$ cat src/rtl/wavp_pkg.sv
// ----------------------------------------------------------------------------
// wavp_pkg
// Types, codes and constants shared by the WAV header stream parser.
// ----------------------------------------------------------------------------
package wavp_pkg;

    localparam int HEADER_BYTES = 36;
    localparam int HCNT_W       = $clog2(HEADER_BYTES + 1);
    localparam int CHUNK_BYTES  = 8;
    localparam int CCNT_W       = $clog2(CHUNK_BYTES);

    localparam logic [HCNT_W-1:0] HDR_LAST     = HCNT_W'(HEADER_BYTES - 1);
    localparam logic [HCNT_W-1:0] OFS_CHANNELS = HCNT_W'(22);
    localparam logic [HCNT_W-1:0] OFS_RATE0    = HCNT_W'(24);
    localparam logic [HCNT_W-1:0] OFS_RATE1    = HCNT_W'(25);
    localparam logic [HCNT_W-1:0] OFS_RATE2    = HCNT_W'(26);
    localparam logic [HCNT_W-1:0] OFS_RATE3    = HCNT_W'(27);
    localparam logic [HCNT_W-1:0] OFS_BITS     = HCNT_W'(34);

    localparam logic [15:0] BITS_16     = 16'd16;
    localparam logic [7:0]  MONO        = 8'd1;
    localparam logic [7:0]  STEREO      = 8'd2;

    typedef enum logic [1:0] {
        PH_HEADER  = 2'd0,
        PH_CHUNK   = 2'd1,
        PH_PCM     = 2'd2,
        PH_DISCARD = 2'd3
    } t_phase;

    typedef enum logic [2:0] {
        ST_HEADER  = 3'd0,
        ST_FORMAT  = 3'd1,
        ST_CHUNK   = 3'd2,
        ST_PCM     = 3'd3,
        ST_INVALID = 3'd4,
        ST_DISCARD = 3'd5
    } t_status;

    typedef struct packed {
        logic [7:0] stream_byte;
        logic       stream_start;
    } t_in_beat;

    typedef struct packed {
        logic       check;
        logic [7:0] expect_byte;
    } t_tag_chk;

    // "RIFF" at offset 0, "WAVE" at offset 8
    function automatic t_tag_chk hdr_tag(input logic [HCNT_W-1:0] idx);
        t_tag_chk r;
        r = '{check: 1'b1, expect_byte: 8'h00};
        case (idx)
            HCNT_W'(0):  r.expect_byte = 8'h52;
            HCNT_W'(1):  r.expect_byte = 8'h49;
            HCNT_W'(2):  r.expect_byte = 8'h46;
            HCNT_W'(3):  r.expect_byte = 8'h46;
            HCNT_W'(8):  r.expect_byte = 8'h57;
            HCNT_W'(9):  r.expect_byte = 8'h41;
            HCNT_W'(10): r.expect_byte = 8'h56;
            HCNT_W'(11): r.expect_byte = 8'h45;
            default:     r.check = 1'b0;
        endcase
        return r;
    endfunction

    // "data" in the first four bytes of a chunk header
    function automatic t_tag_chk chunk_tag(input logic [CCNT_W-1:0] idx);
        t_tag_chk r;
        r = '{check: 1'b1, expect_byte: 8'h00};
        case (idx)
            CCNT_W'(0): r.expect_byte = 8'h64;
            CCNT_W'(1): r.expect_byte = 8'h61;
            CCNT_W'(2): r.expect_byte = 8'h74;
            CCNT_W'(3): r.expect_byte = 8'h61;
            default:    r.check = 1'b0;
        endcase
        return r;
    endfunction

endpackage

$ cat src/rtl/wavp_if.sv
// ----------------------------------------------------------------------------
// wavp channel interfaces
// Valid/ready channels for stream bytes in and parse results out.
// ----------------------------------------------------------------------------
interface wavp_in_if;
    logic       valid;
    logic       ready;
    logic [7:0] stream_byte;
    logic       stream_start;

    modport source (output valid, output stream_byte, output stream_start, input ready);
    modport sink   (input valid, input stream_byte, input stream_start, output ready);
endinterface

interface wavp_out_if;
    logic        valid;
    logic        ready;
    logic [2:0]  status;
    logic [7:0]  pcm_byte;
    logic [31:0] sample_rate;
    logic [15:0] bits_per_sample;
    logic [7:0]  channel_count;
    logic        mono_expand;

    modport source (
        output valid, output status, output pcm_byte, output sample_rate,
        output bits_per_sample, output channel_count, output mono_expand,
        input ready
    );
    modport sink (
        input valid, input status, input pcm_byte, input sample_rate,
        input bits_per_sample, input channel_count, input mono_expand,
        output ready
    );
endinterface

$ cat src/rtl/wavp_in_reg.sv
// ----------------------------------------------------------------------------
// wavp_in_reg
// Input register: holds one stream beat until the parse stage takes it.
// ----------------------------------------------------------------------------
module wavp_in_reg (
    input  logic               i_clk,
    input  logic               i_rst_n,
    wavp_in_if.sink            i_in,
    input  logic               i_take,
    output logic               o_valid,
    output wavp_pkg::t_in_beat o_beat
);
    import wavp_pkg::*;

    logic     r_valid;
    t_in_beat r_beat;

    assign i_in.ready = !r_valid || i_take;
    assign o_valid    = r_valid;
    assign o_beat     = r_beat;

    always_ff @(posedge i_clk) begin
        if (!i_rst_n) begin
            r_valid <= 1'b0;
        end else if (i_in.ready) begin
            r_valid <= i_in.valid;
        end
    end

    always_ff @(posedge i_clk) begin
        if (i_in.valid && i_in.ready) begin
            r_beat.stream_byte  <= i_in.stream_byte;
            r_beat.stream_start <= i_in.stream_start;
        end
    end

endmodule

$ cat src/rtl/wavp_core.sv
// ----------------------------------------------------------------------------
// wavp_core
// Parse state and result register: header checks, chunk skip, PCM pass.
// ----------------------------------------------------------------------------
module wavp_core (
    input  logic               i_clk,
    input  logic               i_rst_n,
    input  logic               i_valid,
    input  wavp_pkg::t_in_beat i_beat,
    output logic               o_take,
    wavp_out_if.source         o_out
);
    import wavp_pkg::*;

    // parse state
    t_phase            r_phase,    n_phase;
    logic [HCNT_W-1:0] r_hcnt,     n_hcnt;
    logic [CCNT_W-1:0] r_ccnt,     n_ccnt;
    logic [31:0]       r_skip,     n_skip;
    logic              r_hdr_ok,   n_hdr_ok;
    logic              r_data_ok,  n_data_ok;
    logic [7:0]        r_chan,     n_chan;
    logic [31:0]       r_rate,     n_rate;
    logic [7:0]        r_bits_lo,  n_bits_lo;
    logic [23:0]       r_size,     n_size;

    // result register
    logic              r_out_valid;
    t_status           r_status,   n_status;
    logic [7:0]        r_pcm,      n_pcm;
    logic [31:0]       r_o_rate,   n_o_rate;
    logic [15:0]       r_o_bits,   n_o_bits;
    logic [7:0]        r_o_chan,   n_o_chan;
    logic              r_o_exp,    n_o_exp;

    t_phase            cur_phase;
    logic [HCNT_W-1:0] cur_hcnt;
    logic [CCNT_W-1:0] cur_ccnt;
    logic [31:0]       cur_skip;
    logic [7:0]        b;
    t_tag_chk          htag;
    t_tag_chk          ctag;
    logic [15:0]       bps;

    assign o_take = i_valid && (!r_out_valid || o_out.ready);

    assign o_out.valid           = r_out_valid;
    assign o_out.status          = r_status;
    assign o_out.pcm_byte        = r_pcm;
    assign o_out.sample_rate     = r_o_rate;
    assign o_out.bits_per_sample = r_o_bits;
    assign o_out.channel_count   = r_o_chan;
    assign o_out.mono_expand     = r_o_exp;

    always_comb begin
        b         = i_beat.stream_byte;
        cur_phase = i_beat.stream_start ? PH_HEADER : r_phase;
        cur_hcnt  = i_beat.stream_start ? '0 : r_hcnt;
        cur_ccnt  = i_beat.stream_start ? '0 : r_ccnt;
        cur_skip  = i_beat.stream_start ? '0 : r_skip;
        htag      = hdr_tag(cur_hcnt);
        ctag      = chunk_tag(cur_ccnt);
        bps       = {b, r_bits_lo};

        n_phase   = cur_phase;
        n_hcnt    = cur_hcnt;
        n_ccnt    = cur_ccnt;
        n_skip    = cur_skip;
        n_hdr_ok  = r_hdr_ok;
        n_data_ok = r_data_ok;
        n_chan    = r_chan;
        n_rate    = r_rate;
        n_bits_lo = r_bits_lo;
        n_size    = r_size;

        n_status  = ST_DISCARD;
        n_pcm     = '0;
        n_o_rate  = '0;
        n_o_bits  = '0;
        n_o_chan  = '0;
        n_o_exp   = 1'b0;

        unique case (cur_phase)
            PH_HEADER: begin
                n_status = ST_HEADER;
                n_hdr_ok = ((cur_hcnt == '0) || r_hdr_ok)
                         && (!htag.check || (b == htag.expect_byte));
                if (cur_hcnt == OFS_CHANNELS) n_chan         = b;
                if (cur_hcnt == OFS_RATE0)    n_rate[7:0]    = b;
                if (cur_hcnt == OFS_RATE1)    n_rate[15:8]   = b;
                if (cur_hcnt == OFS_RATE2)    n_rate[23:16]  = b;
                if (cur_hcnt == OFS_RATE3)    n_rate[31:24]  = b;
                if (cur_hcnt == OFS_BITS)     n_bits_lo      = b;
                n_hcnt = cur_hcnt + HCNT_W'(1);
                if (cur_hcnt == HDR_LAST) begin
                    if (!n_hdr_ok) begin
                        n_phase  = PH_DISCARD;
                        n_status = ST_INVALID;
                    end else begin
                        n_phase  = PH_CHUNK;
                        n_status = ST_FORMAT;
                        n_o_rate = r_rate;
                        n_o_bits = bps;
                        n_o_exp  = (bps == BITS_16) && (r_chan == MONO);
                        n_o_chan = n_o_exp ? STEREO : r_chan;
                    end
                end
            end
            PH_CHUNK: begin
                n_status = ST_CHUNK;
                if (cur_skip != '0) begin
                    n_skip = cur_skip - 32'd1;
                end else begin
                    n_data_ok = ((cur_ccnt == '0) || r_data_ok)
                              && (!ctag.check || (b == ctag.expect_byte));
                    if (cur_ccnt == CCNT_W'(4)) n_size[7:0]   = b;
                    if (cur_ccnt == CCNT_W'(5)) n_size[15:8]  = b;
                    if (cur_ccnt == CCNT_W'(6)) n_size[23:16] = b;
                    n_ccnt = cur_ccnt + CCNT_W'(1);
                    if (cur_ccnt == CCNT_W'(CHUNK_BYTES - 1)) begin
                        if (n_data_ok) begin
                            n_phase = PH_PCM;
                        end else begin
                            n_skip = {b, r_size};
                        end
                    end
                end
            end
            PH_PCM: begin
                n_status = ST_PCM;
                n_pcm    = b;
            end
            PH_DISCARD: begin
                n_status = ST_DISCARD;
            end
            default: begin
                n_status = ST_DISCARD;
            end
        endcase
    end

    always_ff @(posedge i_clk) begin
        if (!i_rst_n) begin
            r_phase     <= PH_HEADER;
            r_hcnt      <= '0;
            r_ccnt      <= '0;
            r_skip      <= '0;
            r_out_valid <= 1'b0;
        end else begin
            if (o_take) begin
                r_phase <= n_phase;
                r_hcnt  <= n_hcnt;
                r_ccnt  <= n_ccnt;
                r_skip  <= n_skip;
            end
            if (!r_out_valid || o_out.ready) begin
                r_out_valid <= i_valid;
            end
        end
    end

    always_ff @(posedge i_clk) begin
        if (o_take) begin
            r_hdr_ok  <= n_hdr_ok;
            r_data_ok <= n_data_ok;
            r_chan    <= n_chan;
            r_rate    <= n_rate;
            r_bits_lo <= n_bits_lo;
            r_size    <= n_size;
            r_status  <= n_status;
            r_pcm     <= n_pcm;
            r_o_rate  <= n_o_rate;
            r_o_bits  <= n_o_bits;
            r_o_chan  <= n_o_chan;
            r_o_exp   <= n_o_exp;
        end
    end

endmodule

$ cat src/rtl/wav_header_stream_parser_top.sv
// ----------------------------------------------------------------------------
// wav_header_stream_parser_top
// WAV byte stream parser: header check, format report, chunk skip, PCM pass.
//
//   channel   dir   payload                                   beat
//   i_in      in    stream_byte, stream_start                 one stream byte
//   o_out     out   status, pcm_byte, sample_rate,            one result
//                   bits_per_sample, channel_count, mono_expand
//
// One beat per cycle sustained while o_out is ready; each result passes the input
// register, then the parse logic into the result register. Reset clears the parse
// phase and counters and both stage valids; stream_start restarts parsing at the
// beat that carries it. A stalled o_out holds its result and the input register
// keeps taking beats until it is full.
// ----------------------------------------------------------------------------
module wav_header_stream_parser_top (
    input  logic       i_clk,
    input  logic       i_rst_n,
    wavp_in_if.sink    i_in,
    wavp_out_if.source o_out
);
    import wavp_pkg::*;

    logic     in_valid;
    logic     take;
    t_in_beat in_beat;

    wavp_in_reg u_in_reg (
        .i_clk   (i_clk),
        .i_rst_n (i_rst_n),
        .i_in    (i_in),
        .i_take  (take),
        .o_valid (in_valid),
        .o_beat  (in_beat)
    );

    wavp_core u_core (
        .i_clk   (i_clk),
        .i_rst_n (i_rst_n),
        .i_valid (in_valid),
        .i_beat  (in_beat),
        .o_take  (take),
        .o_out   (o_out)
    );

endmodule
$ cat src/flat_wrapper.sv
// flat-port wrapper written by rule: the top's interface ports become plain ports
module wav_header_stream_parser_top_flat import wavp_pkg::*;
  (i_clk, i_rst_n, i_in_valid, i_in_stream_byte, i_in_stream_start, i_in_ready, o_out_valid, o_out_status, o_out_pcm_byte, o_out_sample_rate, o_out_bits_per_sample, o_out_channel_count, o_out_mono_expand, o_out_ready);
  wavp_in_if i_in_i ();
  wavp_out_if o_out_i ();
  input  logic i_clk;
  input  logic i_rst_n;
  input wire logic [$bits(i_in_i.valid)-1:0] i_in_valid;
  input wire logic [$bits(i_in_i.stream_byte)-1:0] i_in_stream_byte;
  input wire logic [$bits(i_in_i.stream_start)-1:0] i_in_stream_start;
  output wire logic [$bits(i_in_i.ready)-1:0] i_in_ready;
  output wire logic [$bits(o_out_i.valid)-1:0] o_out_valid;
  output wire logic [$bits(o_out_i.status)-1:0] o_out_status;
  output wire logic [$bits(o_out_i.pcm_byte)-1:0] o_out_pcm_byte;
  output wire logic [$bits(o_out_i.sample_rate)-1:0] o_out_sample_rate;
  output wire logic [$bits(o_out_i.bits_per_sample)-1:0] o_out_bits_per_sample;
  output wire logic [$bits(o_out_i.channel_count)-1:0] o_out_channel_count;
  output wire logic [$bits(o_out_i.mono_expand)-1:0] o_out_mono_expand;
  input wire logic [$bits(o_out_i.ready)-1:0] o_out_ready;
  assign i_in_i.valid = i_in_valid;
  assign i_in_i.stream_byte = i_in_stream_byte;
  assign i_in_i.stream_start = i_in_stream_start;
  assign i_in_ready = i_in_i.ready;
  assign o_out_valid = o_out_i.valid;
  assign o_out_status = o_out_i.status;
  assign o_out_pcm_byte = o_out_i.pcm_byte;
  assign o_out_sample_rate = o_out_i.sample_rate;
  assign o_out_bits_per_sample = o_out_i.bits_per_sample;
  assign o_out_channel_count = o_out_i.channel_count;
  assign o_out_mono_expand = o_out_i.mono_expand;
  assign o_out_i.ready = o_out_ready;
  wav_header_stream_parser_top u_core (.i_clk(i_clk), .i_rst_n(i_rst_n), .i_in(i_in_i), .o_out(o_out_i));
endmodule
$ cat config.mk
export PLATFORM = sky130hd
export DESIGN_NAME = wav_header_stream_parser_top_flat
export DESIGN_NICKNAME = d
export VERILOG_FILES = /design/src/rtl/wavp_pkg.sv /design/src/rtl/wavp_if.sv /design/src/rtl/wavp_in_reg.sv /design/src/rtl/wavp_core.sv /design/src/rtl/wav_header_stream_parser_top.sv /design/src/flat_wrapper.sv
export SDC_FILE = /design/constraint.sdc
export NUM_CORES = 1
export LEC_CHECK = 0
export BUFFER_PORTS_ARGS = -buffer_cell sky130_fd_sc_hd__buf_4
export CAP_MARGIN = 15
export CORE_ASPECT_RATIO = 0.75
export CORE_UTILIZATION = 35
export DETAILED_ROUTE_END_ITERATION = 10
export PLACE_DENSITY = 0.63
export SYNTH_ARGS = -nofsm -noshare
export SYNTH_HDL_FRONTEND = slang
export SYNTH_SLANG_ARGS = --single-unit
$ cat constraint.sdc
create_clock -name i_clk -period 5.2 [get_ports i_clk]
set_input_delay 1.04 -clock i_clk [delete_from_list [all_inputs] [get_ports i_clk]]
set_output_delay 1.04 -clock i_clk [all_outputs]
set_load 0.005 [all_outputs]
==> results of run 1 <==
flip-flops by register name (all words and copies together), names as in the netlist:
name / flops
u_core.u_core.o_out.sample_rate: 32
u_core.u_core.r_rate: 32
u_core.u_core.r_skip: 32
u_core.u_core.r_size: 24
u_core.u_core.o_out.bits_per_sample: 16
u_core.u_in_reg.o_beat: 9
u_core.u_core.o_out.channel_count: 8
u_core.u_core.o_out.pcm_byte: 8
u_core.u_core.r_bits_lo: 8
u_core.u_core.r_chan: 8
u_core.u_core.r_hcnt: 6
u_core.u_core.o_out.status: 3
u_core.u_core.r_ccnt: 3
u_core.u_core.r_phase: 2
u_core.u_core.o_out.mono_expand: 1
u_core.u_core.o_out.valid: 1
u_core.u_core.r_data_ok: 1
u_core.u_core.r_hdr_ok: 1
u_core.u_in_reg.o_valid: 1
cell usage after synthesis, drive strengths merged (5+ instances only):
cell type	n	area [um2]
nor3	15	86.3
inv	17	63.8
a211oi	6	45.0
a41oi	6	52.6
nor3b	5	37.5
clkbuf	31	118
edfxtp	151	4530
and3	13	81.3
nand2	49	184
nor2b	5	31.3
and2	65	407
o21ai	40	200
a31oi	16	100
nand2b	5	31.3
a21oi	51	259
o211ai	8	60.1
or4	5	37.5
dfxtp	45	901
ha	12	150
and3b	5	43.8
o41ai	6	67.6
nand4	10	62.6
a22oi	6	45.0
nor2	64	243
nor4b	5	43.8
buf	16	110
nor4	20	214
nand3	16	80.1
final timing paths:
| path | startpoint | cells past startpoint | endpoint |
|---|---|---|---|
| worst max-delay path | u_core.u_in_reg.o_beat[0]$_DFFE_PP_ | 8 | u_core.u_core.r_size[3]$_DFFE_PP_ |
| worst min register to register | u_core.u_core.r_ccnt[2]$_SDFFE_PN0P_ | 2 | u_core.u_core.r_ccnt[2]$_SDFFE_PN0P_ |
| worst min-delay path | u_core.u_core.r_ccnt[2]$_SDFFE_PN0P_ | 2 | u_core.u_core.r_ccnt[2]$_SDFFE_PN0P_ |
| worst max register to register | u_core.u_in_reg.o_beat[0]$_DFFE_PP_ | 8 | u_core.u_core.r_size[3]$_DFFE_PP_ |
worst max-delay path: cells and delay by family (launching register included):
kind	cells	cell delay (ns)
buffers and inverters	2	0.41
AO/OA/AOI/OAI	1	0.40
AND/OR/NAND/NOR	4	1.96
adder cells (fa/ha/maj)	1	0.43
flip-flops	1	0.34
layout make-up:
cell class / count / share of cell area
clock buffers: 17 / 0.0411
clock inverters: 15 / 0.0189
inverters: 17 / 0.00617
multi-input cells: 491 / 0.298
flip-flops and latches: 196 / 0.525
well taps: 331 / 0.0400
repair buffers: 98 / 0.0711
per-stage QoR:
step | std cells | setup WS [ns] | cell area (um2) | total power [mW]
final | 1165 | 1.30 | 10300 | 3.30
after global routing | 1165 | 1.04 | 10300 | 3.41
after CTS | 1165 | 1.40 | 10300 | 3.33
after detailed placement | 1133 | 1.41 | 9730 | 1.95
after global placement | 1133 | 1.53 | 9730 | 1.95
after floorplan | 751 | 0.130 | 8790 | 1.86
metal layers:
metal,track usage,share of wire,vias up
met5,0,0,-
met4,0.0457,0.011,0
met3,0.0508,0.079,14
met2,0.222,0.41,248
met1,0.260,0.50,2969
li1,-,-,2960
kinds of logic after synthesis:
kind of cell | share of synthesized area
compound gates | 0.129
xor+xnor | 0.00598
fa+ha+maj | 0.0182
buf+inv | 0.0332
flops | 0.618
mux | 0.00370
simple gates | 0.192
report_power, final:
group	total [mW]	leakage [nW]	internal [mW]	switching, mW
registers	1.74	1.72	1.72	0.0252
clock network	1.38	0.303	0.773	0.602
logic	0.177	1.51	0.0689	0.109
total	3.30	3.53	2.56	0.736
==> impl_results.html, run 1 <==
<table>
<tr><th>Metric</th><th>Value</th></tr>
<tr><th colspan="2">Finish</th></tr>
<tr><td>Number of inserted filler cells in the final layout</td><td>2,322</td></tr>
<tr><td>Layout overhead on the synthesized area</td><td>17.7%</td></tr>
<tr><td>Layout Nets</td><td>846</td></tr>
<tr><td>Antenna diode instance count</td><td>0</td></tr>
<tr><td>Most frequent standard cell in the layout excluding fill and tap cells</td><td>edfxtp_1</td></tr>
<tr><td>Area taken by multi-input logic gates</td><td>3080 um2</td></tr>
<tr><td>Final cell utilization of the core</td><td>0.425</td></tr>
<tr><td>Proportion of layout cells with a drive suffix above 1</td><td>0.188</td></tr>
<tr><td>Area occupied by registers</td><td>5440 um2</td></tr>
<tr><td>Top library cells by usage in the layout, fill and taps aside</td><td>151 x edfxtp_1, 98 x buf_4, 65 x and2_1, 63 x nor2_1, 50 x a21oi_1</td></tr>
<tr><th colspan="2">STA</th></tr>
<tr><td>Hold slack</td><td>0.507 ns</td></tr>
<tr><td>Final period demand of the worst path</td><td>3.90 ns</td></tr>
<tr><td>Final setup skew</td><td>0.0111 ns</td></tr>
<tr><td>Setup-failing EPs final</td><td>0</td></tr>
<tr><td>Post-route clock period utilization</td><td>0.749</td></tr>
<tr><td>Number of slew-limit violations in the final report</td><td>0</td></tr>
<tr><td>Worst slew margin relative to its limit</td><td>0.336</td></tr>
<tr><td>Endpoints failing hold</td><td>0</td></tr>
<tr><td>RSZ-0062 raised after global routing</td><td>no</td></tr>
<tr><td>Least-Margin Pin Slew</td><td>0.996 ns</td></tr>
<tr><td>Total Neg Setup Slack</td><td>0 ns</td></tr>
<tr><td>Maximum achievable frequency</td><td>0.257 GHz</td></tr>
<tr><th colspan="2">Route</th></tr>
<tr><td>Via count</td><td>6,191</td></tr>
<tr><td>Number of remaining DRC errors</td><td>0</td></tr>
<tr><td>Detailed-routing iteration count for the pre-antenna-repair pass</td><td>5</td></tr>
<tr><td>Routed wirelength normalized by instance count</td><td>18.1 um</td></tr>
<tr><td>DRT Wirelength</td><td>21,100 um</td></tr>
<tr><td>Antenna-violating nets left</td><td>0</td></tr>
<tr><td>Via/cell ratio</td><td>5.31</td></tr>
<tr><td>Count of routing violations after the opening detailed-route iteration</td><td>586</td></tr>
<tr><th colspan="2">Global route</th></tr>
<tr><td>Total global-route track usage</td><td>0.168</td></tr>
<tr><td>Grt ovf</td><td>0</td></tr>
<tr><td>Number of global-route vias before repair</td><td>5,585</td></tr>
<tr><td>Number of antenna violations at the first check in global routing</td><td>0</td></tr>
<tr><td>Wire length of the first global-routing pass</td><td>32,500 um</td></tr>
<tr><td>Maximum number of pins on one net before global-route repair</td><td>71</td></tr>
<tr><th colspan="2">Placement</th></tr>
<tr><td>Sum of net half-perimeters after detailed placement</td><td>13,700 um</td></tr>
<tr><td>Placer's final routability congestion estimate</td><td>0.904</td></tr>
<tr><td>Number of input and output port buffers inserted</td><td>82</td></tr>
<tr><th colspan="2">Worst setup path</th></tr>
<tr><td>Register-to-register setup slack</td><td>1.30 ns</td></tr>
<tr><td>Launching element type of the critical path</td><td>flip-flop</td></tr>
<tr><td>Worst EP arrival</td><td>4.00 ns</td></tr>
<tr><td>Cell Chain, Critical Path</td><td>inv_1 &gt; buf_4 &gt; nand2_1 &gt; ha_1 &gt; o21ai_1 &gt; or4_1 &gt; nor2_2 &gt; and3_1</td></tr>
<tr><td>Critical Path Slowest Stage Cell</td><td>or4_1</td></tr>
<tr><td>Worst setup EP type</td><td>flip-flop</td></tr>
<tr><td>Required time at the endpoint of the critical path</td><td>5.30 ns</td></tr>
<tr><td>Maximum cell stage delay along the critical path</td><td>1.06 ns</td></tr>
<tr><td>Critical setup path kind</td><td>flip-flop to flip-flop</td></tr>
<tr><td>Highest fanout seen on the critical path</td><td>24</td></tr>
<tr><th colspan="2">Clocking</th></tr>
<tr><td>Resized Gates After CTS</td><td>0</td></tr>
<tr><td>Number of levels in the clock H-tree</td><td>4</td></tr>
<tr><td>Hold Buf Count CTS</td><td>0</td></tr>
<tr><td>Root buffer cell</td><td>clkbuf_16</td></tr>
<tr><td>Cts bufs inserted</td><td>17</td></tr>
<tr><td>Number of buffers added for setup after CTS</td><td>0</td></tr>
<tr><td>Clock tree from TritonCTS</td><td>done</td></tr>
<tr><td>Clock edge transition at the registers on the reported setup and hold paths</td><td>0.07 ns</td></tr>
<tr><td>Longest Clk Path Bufs</td><td>2</td></tr>
<tr><td>Number of sinks on the clock net</td><td>196</td></tr>
<tr><td>Source-to-sink clock delay at the later pin of the worst-skew pair</td><td>0.44 ns</td></tr>
<tr><th colspan="2">Floorplanning</th></tr>
<tr><td>Core region area</td><td>24,300 um2</td></tr>
<tr><td>Starting density of the core</td><td>0.361</td></tr>
<tr><td>Die boundary height</td><td>139 um</td></tr>
<tr><td>Width of the chip</td><td>185 um</td></tr>
<tr><td>Die area</td><td>25,800 um2</td></tr>
<tr><td>Num ports</td><td>83</td></tr>
<tr><td>Number of core rows</td><td>49</td></tr>
<tr><th colspan="2">Worst hold path</th></tr>
<tr><td>Class of the tightest hold or removal check</td><td>flip-flop to flip-flop</td></tr>
<tr><th colspan="2">Yosys</th></tr>
<tr><td>Post-synthesis cell count</td><td>751</td></tr>
<tr><td>Syn. warnings</td><td>0</td></tr>
<tr><td>Proportion of synthesized flip-flops having asynchronous set or reset</td><td>0</td></tr>
<tr><td>Library cells used by synthesis</td><td>75</td></tr>
<tr><td>Sequential fraction of the synthesis area</td><td>0.618</td></tr>
<tr><td>Mean instance size in the synthesized netlist</td><td>11.7 um2</td></tr>
<tr><td>Post-Synthesis Net Count</td><td>776</td></tr>
<tr><td>Most common flop cell mapped by yosys</td><td>edfxtp_1</td></tr>
<tr><td>Post-Synthesis Cell Area</td><td>8790 um2</td></tr>
<tr><td>Count of state elements after synthesis</td><td>196</td></tr>
<tr><td>Count of flip-flops with a built-in enable after synthesis</td><td>151</td></tr>
<tr><th colspan="2">Power</th></tr>
<tr><td>Pwr/cell area</td><td>318 nW/um2</td></tr>
<tr><td>Largest vdd supply drop</td><td>218 uV</td></tr>
<tr><td>Leakage power</td><td>3.53 nW</td></tr>
<tr><th colspan="2">Run status</th></tr>
<tr><td>Status</td><td>finished clean</td></tr>
<tr><th colspan="2">Run</th></tr>
<tr><td>Number of max-capacitance violations reported</td><td>0</td></tr>
</table>
No activity file was read; power rests on OpenSTA's default activity.
==> run 2, diff against run 1 <==
ABC_AREA = 1   (was unset)
PLACE_DENSITY = 0.62   (was 0.63)
clock period = 3.2 ns   (was 5.2 ns; I/O delays follow)
==> impl_results.html, run 2 <==
<table>
<tr><th>Metric</th><th>Value</th></tr>
<tr><th colspan="2">Run status</th></tr>
<tr><td>Status</td><td>finished clean</td></tr>
<tr><th colspan="2">Placement</th></tr>
<tr><td>Placer's final routability congestion estimate</td><td>0.921</td></tr>
<tr><td>Cell Count Post-Placement</td><td>1,491</td></tr>
<tr><td>Number of input and output port buffers inserted</td><td>82</td></tr>
<tr><td>Post-placement worst setup slack</td><td>0.328 ns</td></tr>
<tr><td>Sum of net half-perimeters after detailed placement</td><td>16,500 um</td></tr>
<tr><th colspan="2">Power</th></tr>
<tr><td>Switching share of power</td><td>0.248</td></tr>
<tr><td>Pwr/cell area</td><td>476 nW/um2</td></tr>
<tr><td>Largest vdd supply drop</td><td>385 uV</td></tr>
<tr><td>Portion of total power attributed to the clock network</td><td>0.378</td></tr>
<tr><td>Switching power summed over all nets</td><td>1.33 mW</td></tr>
<tr><td>Internal power summed over all cells</td><td>4.03 mW</td></tr>
<tr><td>Fraction of power consumed by combinational cells</td><td>0.094</td></tr>
<tr><td>Share of total power in sequential cells</td><td>0.527</td></tr>
<tr><td>Leakage power</td><td>4.77 nW</td></tr>
<tr><th colspan="2">STA</th></tr>
<tr><td>Least-Margin Pin Slew</td><td>0.623 ns</td></tr>
<tr><td>Endpoints failing hold</td><td>0</td></tr>
<tr><td>Number of slew-limit violations in the final report</td><td>0</td></tr>
<tr><td>Crit path setup slack, layout</td><td>0.316 ns</td></tr>
<tr><td>Maximum achievable frequency</td><td>0.347 GHz</td></tr>
<tr><td>Total Neg Setup Slack</td><td>0 ns</td></tr>
<tr><td>Setup-failing EPs final</td><td>0</td></tr>
<tr><td>RSZ-0062 raised after global routing</td><td>no</td></tr>
<tr><td>Post-route clock period utilization</td><td>0.901</td></tr>
<tr><td>Hold slack</td><td>0.377 ns</td></tr>
<tr><td>Final setup skew</td><td>0.00811 ns</td></tr>
<tr><td>Worst slew margin relative to its limit</td><td>0.585</td></tr>
<tr><td>Final period demand of the worst path</td><td>2.88 ns</td></tr>
<tr><th colspan="2">Finish</th></tr>
<tr><td>Layout overhead on the synthesized area</td><td>16.8%</td></tr>
<tr><td>Post-Layout Cell Count</td><td>1,523</td></tr>
<tr><td>Most frequent standard cell in the layout excluding fill and tap cells</td><td>nand2_1</td></tr>
<tr><td>Antenna diode instance count</td><td>0</td></tr>
<tr><td>Top library cells by usage in the layout, fill and taps aside</td><td>235 x nand2_1, 151 x edfxtp_1, 127 x nor2_1, 113 x buf_4, 110 x inv_1</td></tr>
<tr><td>Layout Nets</td><td>1,184</td></tr>
<tr><td>Number of inserted filler cells in the final layout</td><td>2,634</td></tr>
<tr><td>Proportion of layout cells with a drive suffix above 1</td><td>0.166</td></tr>
<tr><th colspan="2">Floorplanning</th></tr>
<tr><td>Number of core rows</td><td>52</td></tr>
<tr><td>Die boundary height</td><td>146 um</td></tr>
<tr><td>Die area</td><td>28,200 um2</td></tr>
<tr><td>Core region area</td><td>27,000 um2</td></tr>
<tr><td>Starting density of the core</td><td>0.357</td></tr>
<tr><td>Width of the chip</td><td>194 um</td></tr>
<tr><td>Num ports</td><td>83</td></tr>
<tr><th colspan="2">Yosys</th></tr>
<tr><td>Post-synthesis cell count</td><td>1,070</td></tr>
<tr><td>Count of state elements after synthesis</td><td>196</td></tr>
<tr><td>Mean instance size in the synthesized netlist</td><td>9.00 um2</td></tr>
<tr><td>Post-Synthesis Net Count</td><td>1,095</td></tr>
<tr><td>Sequential fraction of the synthesis area</td><td>0.564</td></tr>
<tr><td>Post-Synthesis Cell Area</td><td>9630 um2</td></tr>
<tr><td>Syn. warnings</td><td>0</td></tr>
<tr><td>Library cells used by synthesis</td><td>39</td></tr>
<tr><td>Count leader, synth</td><td>nand2_1</td></tr>
<tr><td>Most common flop cell mapped by yosys</td><td>edfxtp_1</td></tr>
<tr><td>Main area contributors after synthesis</td><td>edfxtp_1 47%, dfxtp_1 9.4%, nand2_1 9.2%</td></tr>
<tr><td>Proportion of synthesized flip-flops having asynchronous set or reset</td><td>0</td></tr>
<tr><td>Commonest cells in the synthesized netlist</td><td>236 x nand2_1, 151 x edfxtp_1, 127 x nor2_1, 111 x inv_1, 102 x nand3_1</td></tr>
<tr><td>Count of flip-flops with a built-in enable after synthesis</td><td>151</td></tr>
<tr><td>Top cell type's share of synthesized area</td><td>0.471</td></tr>
<tr><td>Post-synthesis cell type with the largest combined area</td><td>edfxtp_1</td></tr>
<tr><th colspan="2">Worst setup path</th></tr>
<tr><td>Register-to-register setup slack</td><td>0.32 ns</td></tr>
<tr><td>Highest fanout seen on the critical path</td><td>37</td></tr>
<tr><td>End point of the critical path</td><td>u_core.u_core.r_size[7]$_DFFE_PP_</td></tr>
<tr><td>Critical Path Slowest Stage Cell</td><td>edfxtp_1</td></tr>
<tr><td>Endpoint of the worst register-to-register path</td><td>u_core.u_core.r_size[7]$_DFFE_PP_</td></tr>
<tr><td>Required time at the endpoint of the critical path</td><td>3.34 ns</td></tr>
<tr><td>Cell Chain, Critical Path</td><td>inv_2 &gt; buf_12 &gt; nand2_1 &gt; nand2_2 &gt; nor2_4 &gt; nand2_2 &gt; nor2_4 &gt; nand3_4 &gt; clkinv_4 &gt; nand2_4 &gt; nor3_1 &gt; buf_4</td></tr>
<tr><td>Start point of the critical path</td><td>u_core.u_in_reg.o_beat[0]$_DFFE_PP_</td></tr>
<tr><td>Maximum cell stage delay along the critical path</td><td>0.50 ns</td></tr>
<tr><td>Worst setup EP type</td><td>flip-flop</td></tr>
<tr><td>Worst reg2reg path depth</td><td>12</td></tr>
<tr><td>Worst EP arrival</td><td>3.03 ns</td></tr>
<tr><td>Critical setup path kind</td><td>flip-flop to flip-flop</td></tr>
<tr><td>Launch point of the worst reg-to-reg path</td><td>u_core.u_in_reg.o_beat[0]$_DFFE_PP_</td></tr>
<tr><td>Launching element type of the critical path</td><td>flip-flop</td></tr>
<tr><th colspan="2">Worst hold path</th></tr>
<tr><td>Class of the tightest hold or removal check</td><td>primary input to flip-flop</td></tr>
<tr><th colspan="2">Route</th></tr>
<tr><td>Count of routing violations after the opening detailed-route iteration</td><td>700</td></tr>
<tr><td>Detailed-routing iteration count for the pre-antenna-repair pass</td><td>5</td></tr>
<tr><td>Number of remaining DRC errors</td><td>0</td></tr>
<tr><td>Antenna-violating nets left</td><td>0</td></tr>
<tr><td>Via count</td><td>7,555</td></tr>
<tr><td>DRT Wirelength</td><td>24,400 um</td></tr>
<tr><td>Routed wirelength normalized by instance count</td><td>16.0 um</td></tr>
<tr><td>Via/cell ratio</td><td>4.96</td></tr>
<tr><th colspan="2">Global route</th></tr>
<tr><td>Grt ovf</td><td>0</td></tr>
<tr><td>Number of antenna violations at the first check in global routing</td><td>0</td></tr>
<tr><td>Total global-route track usage</td><td>0.177</td></tr>
<tr><td>Maximum number of pins on one net before global-route repair</td><td>58</td></tr>
<tr><td>Wire length of the first global-routing pass</td><td>38,700 um</td></tr>
<tr><td>Number of global-route vias before repair</td><td>6,911</td></tr>
<tr><th colspan="2">Clocking</th></tr>
<tr><td>Root buffer cell</td><td>clkbuf_16</td></tr>
<tr><td>Number of levels in the clock H-tree</td><td>4</td></tr>
<tr><td>Number of sinks on the clock net</td><td>196</td></tr>
<tr><td>Clock edge transition at the registers on the reported setup and hold paths</td><td>0.07 ns</td></tr>
<tr><td>Hold Buf Count CTS</td><td>0</td></tr>
<tr><td>Number of buffers added for setup after CTS</td><td>0</td></tr>
<tr><td>Longest Clk Path Bufs</td><td>2</td></tr>
<tr><td>Resized Gates After CTS</td><td>0</td></tr>
<tr><td>Clock tree from TritonCTS</td><td>done</td></tr>
<tr><td>Source-to-sink clock delay at the later pin of the worst-skew pair</td><td>0.44 ns</td></tr>
<tr><td>Cts bufs inserted</td><td>17</td></tr>
<tr><th colspan="2">Run</th></tr>
<tr><td>Number of max-capacitance violations reported</td><td>0</td></tr>
</table>
-- run 2: cell count changes after synthesis, sizes merged, moves of 7 or more --
cell and delta:
nand2 +209, o21ai -13, nor2 +75, and3 -11
nand3b +25, and2 -65, clkbuf -7, nand3 +90
a31oi -16, inv +101, a21oi +40, nor4 -19
-- run 2: critical path, delay by kind of cell (launching register included) --
kind                   cells  cell delay [ns]
flip-flops                 1             0.50
AND/OR/NAND/NOR            8             1.15
buffers and inverters      4             0.90
-- run 2: kinds of logic after synthesis --
| kind of cell | synth area share |
|---|---|
| flops | 0.564 |
| simple gates | 0.265 |
| xor+xnor | 0.00909 |
| compound gates | 0.0704 |
| buf+inv | 0.0755 |
| fa+ha+maj | 0.0156 |
-- run 2: layout make-up --
cell class	count	area, um2	share of cell area
repair buffers	116	908	0.0807
inverters	120	455	0.0405
multi-input cells	708	3470	0.309
clock buffers	20	437	0.0388
well taps	351	439	0.0390
clock inverters	12	106	0.00945
flip-flops and latches	196	5440	0.483
-- run 2: power by group through the flow --
stage	Sequential (mW)	Clock (mW)	Combinational (mW)
2_1_floorplan	2.88	0	0.309
3_3_place_gp	2.88	0	0.501
3_5_place_dp	2.88	0	0.501
4_1_cts	2.82	2.06	0.503
5_1_grt	2.83	2.16	0.554
6_report	2.82	2.03	0.504
-- run 2: how the worst min path moves through the flow --
stage,start,end,slack (ns),cells after the start
floorplan,u_core.u_core.r_ccnt[1]$_SDFFE_PN0P_,u_core.u_core.r_ccnt[1]$_SDFFE_PN0P_,0.45,2
finish,i_in_stream_byte[2],u_core.u_in_reg.o_beat[3]$_DFFE_PP_,0.38,1
global route,i_in_stream_byte[4],u_core.u_in_reg.o_beat[5]$_DFFE_PP_,0.35,1
global placement,u_core.u_core.r_skip[29]$_SDFFE_PN0P_,u_core.u_core.r_skip[29]$_SDFFE_PN0P_,0.45,2
detailed placement,u_core.u_core.r_skip[28]$_SDFFE_PN0P_,u_core.u_core.r_skip[28]$_SDFFE_PN0P_,0.46,2
CTS,i_in_stream_byte[3],u_core.u_in_reg.o_beat[4]$_DFFE_PP_,0.36,1
-- run 2: metal layers --
layer / wire length (um) / vias to the layer above / part of all wire / global-route usage
li1: - / 3732 / - / -
met1: 12400 / 3570 / 0.51 / 0.270
met2: 10100 / 240 / 0.42 / 0.250
met3: 1710 / 13 / 0.070 / 0.0419
met4: 184 / 0 / 0.0075 / 0.0392
met5: 0 / - / 0 / 0
-- run 2: through the flow --
stage	instance area [um2]	util	total power, mW
4_1_cts	11300	0.417	5.39
5_1_grt	11300	0.417	5.54
6_report	11300	0.417	5.35
3_5_place_dp	10700	0.397	3.38
2_1_floorplan	9630	-	3.19
3_3_place_gp	10700	0.397	3.38
==> run 3, diff against run 2 <==
clock period = 2.6 ns   (was 3.2 ns; I/O delays follow)
==> impl_results.html, run 3 (synthesis results as in run 2) <==
<table>
<tr><th>Metric</th><th>Value</th></tr>
<tr><th colspan="2">STA</th></tr>
<tr><td>Final period demand of the worst path</td><td>2.48 ns</td></tr>
<tr><td>Final setup skew</td><td>0.00880 ns</td></tr>
<tr><td>Worst slew margin relative to its limit</td><td>0.391</td></tr>
<tr><td>Setup-failing EPs final</td><td>0</td></tr>
<tr><td>Crit path setup slack, layout</td><td>0.123 ns</td></tr>
<tr><td>Number of slew-limit violations in the final report</td><td>0</td></tr>
<tr><td>Post-route clock period utilization</td><td>0.953</td></tr>
<tr><td>Total Neg Setup Slack</td><td>0 ns</td></tr>
<tr><td>Least-Margin Pin Slew</td><td>0.914 ns</td></tr>
<tr><td>Endpoints failing hold</td><td>0</td></tr>
<tr><td>Maximum achievable frequency</td><td>0.404 GHz</td></tr>
<tr><th colspan="2">Run status</th></tr>
<tr><td>Status</td><td>finished clean</td></tr>
<tr><th colspan="2">Floorplanning</th></tr>
<tr><td>Starting density of the core</td><td>0.357</td></tr>
<tr><td>Number of core rows</td><td>52</td></tr>
<tr><td>Die boundary height</td><td>146 um</td></tr>
<tr><td>Die area</td><td>28,200 um2</td></tr>
<tr><td>Core region area</td><td>27,000 um2</td></tr>
<tr><td>Num ports</td><td>83</td></tr>
<tr><td>Width of the chip</td><td>194 um</td></tr>
<tr><th colspan="2">Global route</th></tr>
<tr><td>Grt ovf</td><td>0</td></tr>
<tr><td>Number of global-route vias before repair</td><td>7,098</td></tr>
<tr><td>Number of antenna violations at the first check in global routing</td><td>0</td></tr>
<tr><td>Wire length of the first global-routing pass</td><td>38,900 um</td></tr>
<tr><td>Total global-route track usage</td><td>0.178</td></tr>
<tr><td>Maximum number of pins on one net before global-route repair</td><td>71</td></tr>
<tr><th colspan="2">Worst setup path</th></tr>
<tr><td>Required time at the endpoint of the critical path</td><td>2.75 ns</td></tr>
<tr><td>Critical setup path kind</td><td>flip-flop to flip-flop</td></tr>
<tr><td>Cell family with the largest share of critical-path delay</td><td>simple AND/OR/NAND/NOR gates</td></tr>
<tr><td>Critical Path Slowest Stage Cell</td><td>edfxtp_1</td></tr>
<tr><td>Maximum cell stage delay along the critical path</td><td>0.51 ns</td></tr>
<tr><td>Highest fanout seen on the critical path</td><td>14</td></tr>
<tr><td>Worst setup EP type</td><td>flip-flop</td></tr>
<tr><td>Launching element type of the critical path</td><td>flip-flop</td></tr>
<tr><td>Buf+Inv Stages, Crit Path</td><td>5</td></tr>
<tr><td>Worst EP arrival</td><td>2.63 ns</td></tr>
<tr><td>Cell Chain, Critical Path</td><td>inv_4 &gt; buf_4 &gt; clkbuf_16 &gt; nand2_2 &gt; nand2_1 &gt; nor2_4 &gt; nand2_2 &gt; nor2_4 &gt; nand3_4 &gt; clkinv_4 &gt; nand2_4 &gt; nor3_1 &gt; buf_4</td></tr>
<tr><th colspan="2">Clocking</th></tr>
<tr><td>Source-to-sink clock delay at the later pin of the worst-skew pair</td><td>0.44 ns</td></tr>
<tr><td>Number of levels in the clock H-tree</td><td>4</td></tr>
<tr><td>Cts bufs inserted</td><td>17</td></tr>
<tr><td>Root buffer cell</td><td>clkbuf_16</td></tr>
<tr><td>Number of sinks on the clock net</td><td>196</td></tr>
<tr><td>Longest Clk Path Bufs</td><td>2</td></tr>
<tr><td>Hold Buf Count CTS</td><td>0</td></tr>
<tr><td>Clock tree from TritonCTS</td><td>done</td></tr>
<tr><td>Clock edge transition at the registers on the reported setup and hold paths</td><td>0.07 ns</td></tr>
<tr><th colspan="2">Route</th></tr>
<tr><td>Number of remaining DRC errors</td><td>0</td></tr>
<tr><td>DRT Wirelength</td><td>25,200 um</td></tr>
<tr><td>Routed wirelength normalized by instance count</td><td>16.2 um</td></tr>
<tr><td>Via count</td><td>7,823</td></tr>
<tr><td>Via/cell ratio</td><td>5.03</td></tr>
<tr><td>Detailed-routing iteration count for the pre-antenna-repair pass</td><td>6</td></tr>
<tr><td>Antenna-violating nets left</td><td>0</td></tr>
<tr><td>Count of routing violations after the opening detailed-route iteration</td><td>668</td></tr>
<tr><th colspan="2">Finish</th></tr>
<tr><td>Most frequent standard cell in the layout excluding fill and tap cells</td><td>nand2_1</td></tr>
<tr><td>Final instance area</td><td>11,700 um2</td></tr>
<tr><td>Top library cells by usage in the layout, fill and taps aside</td><td>230 x nand2_1, 151 x edfxtp_1, 139 x buf_4, 116 x nor2_1, 109 x inv_1</td></tr>
<tr><td>Final cell utilization of the core</td><td>0.433</td></tr>
<tr><td>Layout Nets</td><td>1,216</td></tr>
<tr><td>Antenna diode instance count</td><td>0</td></tr>
<tr><td>Proportion of layout cells with a drive suffix above 1</td><td>0.207</td></tr>
<tr><td>Layout overhead on the synthesized area</td><td>21.4%</td></tr>
<tr><th colspan="2">Power</th></tr>
<tr><td>Largest vdd supply drop</td><td>470 uV</td></tr>
<tr><td>Pwr/cell area</td><td>589 nW/um2</td></tr>
<tr><td>Leakage power</td><td>4.98 nW</td></tr>
<tr><th colspan="2">Placement</th></tr>
<tr><td>Placer's final routability congestion estimate</td><td>0.925</td></tr>
<tr><td>Total cell area at the placement stage</td><td>10,900 um2</td></tr>
<tr><td>Number of input and output port buffers inserted</td><td>82</td></tr>
<tr><td>Post-placement worst setup slack</td><td>0.0697 ns</td></tr>
<tr><td>Sum of net half-perimeters after detailed placement</td><td>17,200 um</td></tr>
<tr><th colspan="2">Run</th></tr>
<tr><td>Number of max-capacitance violations reported</td><td>0</td></tr>
<tr><th colspan="2">Worst hold path</th></tr>
<tr><td>Class of the tightest hold or removal check</td><td>primary input to flip-flop</td></tr>
</table>
-- run 3: metal layers --
| metal | GRT usage | vias to the layer above | part of all wire |
|---|---|---|---|
| li1 | - | 3802 | - |
| met1 | 0.276 | 3709 | 0.51 |
| met2 | 0.252 | 286 | 0.41 |
| met3 | 0.0331 | 26 | 0.069 |
| met4 | 0.0480 | 0 | 0.011 |
| met5 | 0 | - | 0 |
-- run 3: stage by stage --
stage | hold WS (ns) | power [mW] | cells
6_report | 0.254 | 6.89 | 1554
5_1_grt | 0.230 | 7.12 | 1554
4_1_cts | 0.236 | 6.92 | 1546
3_5_place_dp | 0.456 | 4.19 | 1515
3_3_place_gp | 0.452 | 4.19 | 1515
2_1_floorplan | 0.445 | 3.92 | 1070
-- run 3: path summary, 6_finish.rpt --
path / depth (start not counted) / end / slack (ns) / from
hold reg to reg: 2 / u_core.u_core.r_skip[19]$_SDFFE_PN0P_ / 0.47 / u_core.u_core.r_skip[19]$_SDFFE_PN0P_
setup / recovery: 13 / u_core.u_core.r_size[18]$_DFFE_PP_ / 0.12 / u_core.u_in_reg.o_beat[0]$_DFFE_PP_
setup reg to reg: 13 / u_core.u_core.r_size[18]$_DFFE_PP_ / 0.12 / u_core.u_in_reg.o_beat[0]$_DFFE_PP_
hold / removal: 1 / u_core.u_in_reg.o_beat[6]$_DFFE_PP_ / 0.25 / i_in_stream_byte[5]
-- run 3: timing repair --
| action | CTS | global route |
|---|---|---|
| setup endpoints to repair | 0 | 82 |
| buffers inserted | 0 | 6 |
| hold endpoints to repair | 0 | 0 |
| resized for setup | 0 | 30 |
-- run 3: power breakdown --
group / switching, mW / total (mW) / internal [mW] / leakage (nW)
clock network: 1.21 / 2.74 / 1.53 / 0.293
registers: 0.0491 / 3.48 / 3.43 / 1.76
logic: 0.431 / 0.666 / 0.235 / 2.92
total: 1.69 / 6.89 / 5.20 / 4.98
-- run 3: cell type report --
| class | instances | area (um2) |
|---|---|---|
| clock buffers | 19 | 433 |
| clock inverters | 12 | 166 |
| fillers | 2580 | 15300 |
| inverters | 120 | 462 |
| multi-input cells | 708 | 3570 |
| flip-flops and latches | 196 | 5440 |
| well taps | 351 | 439 |
| repair buffers | 148 | 1200 |
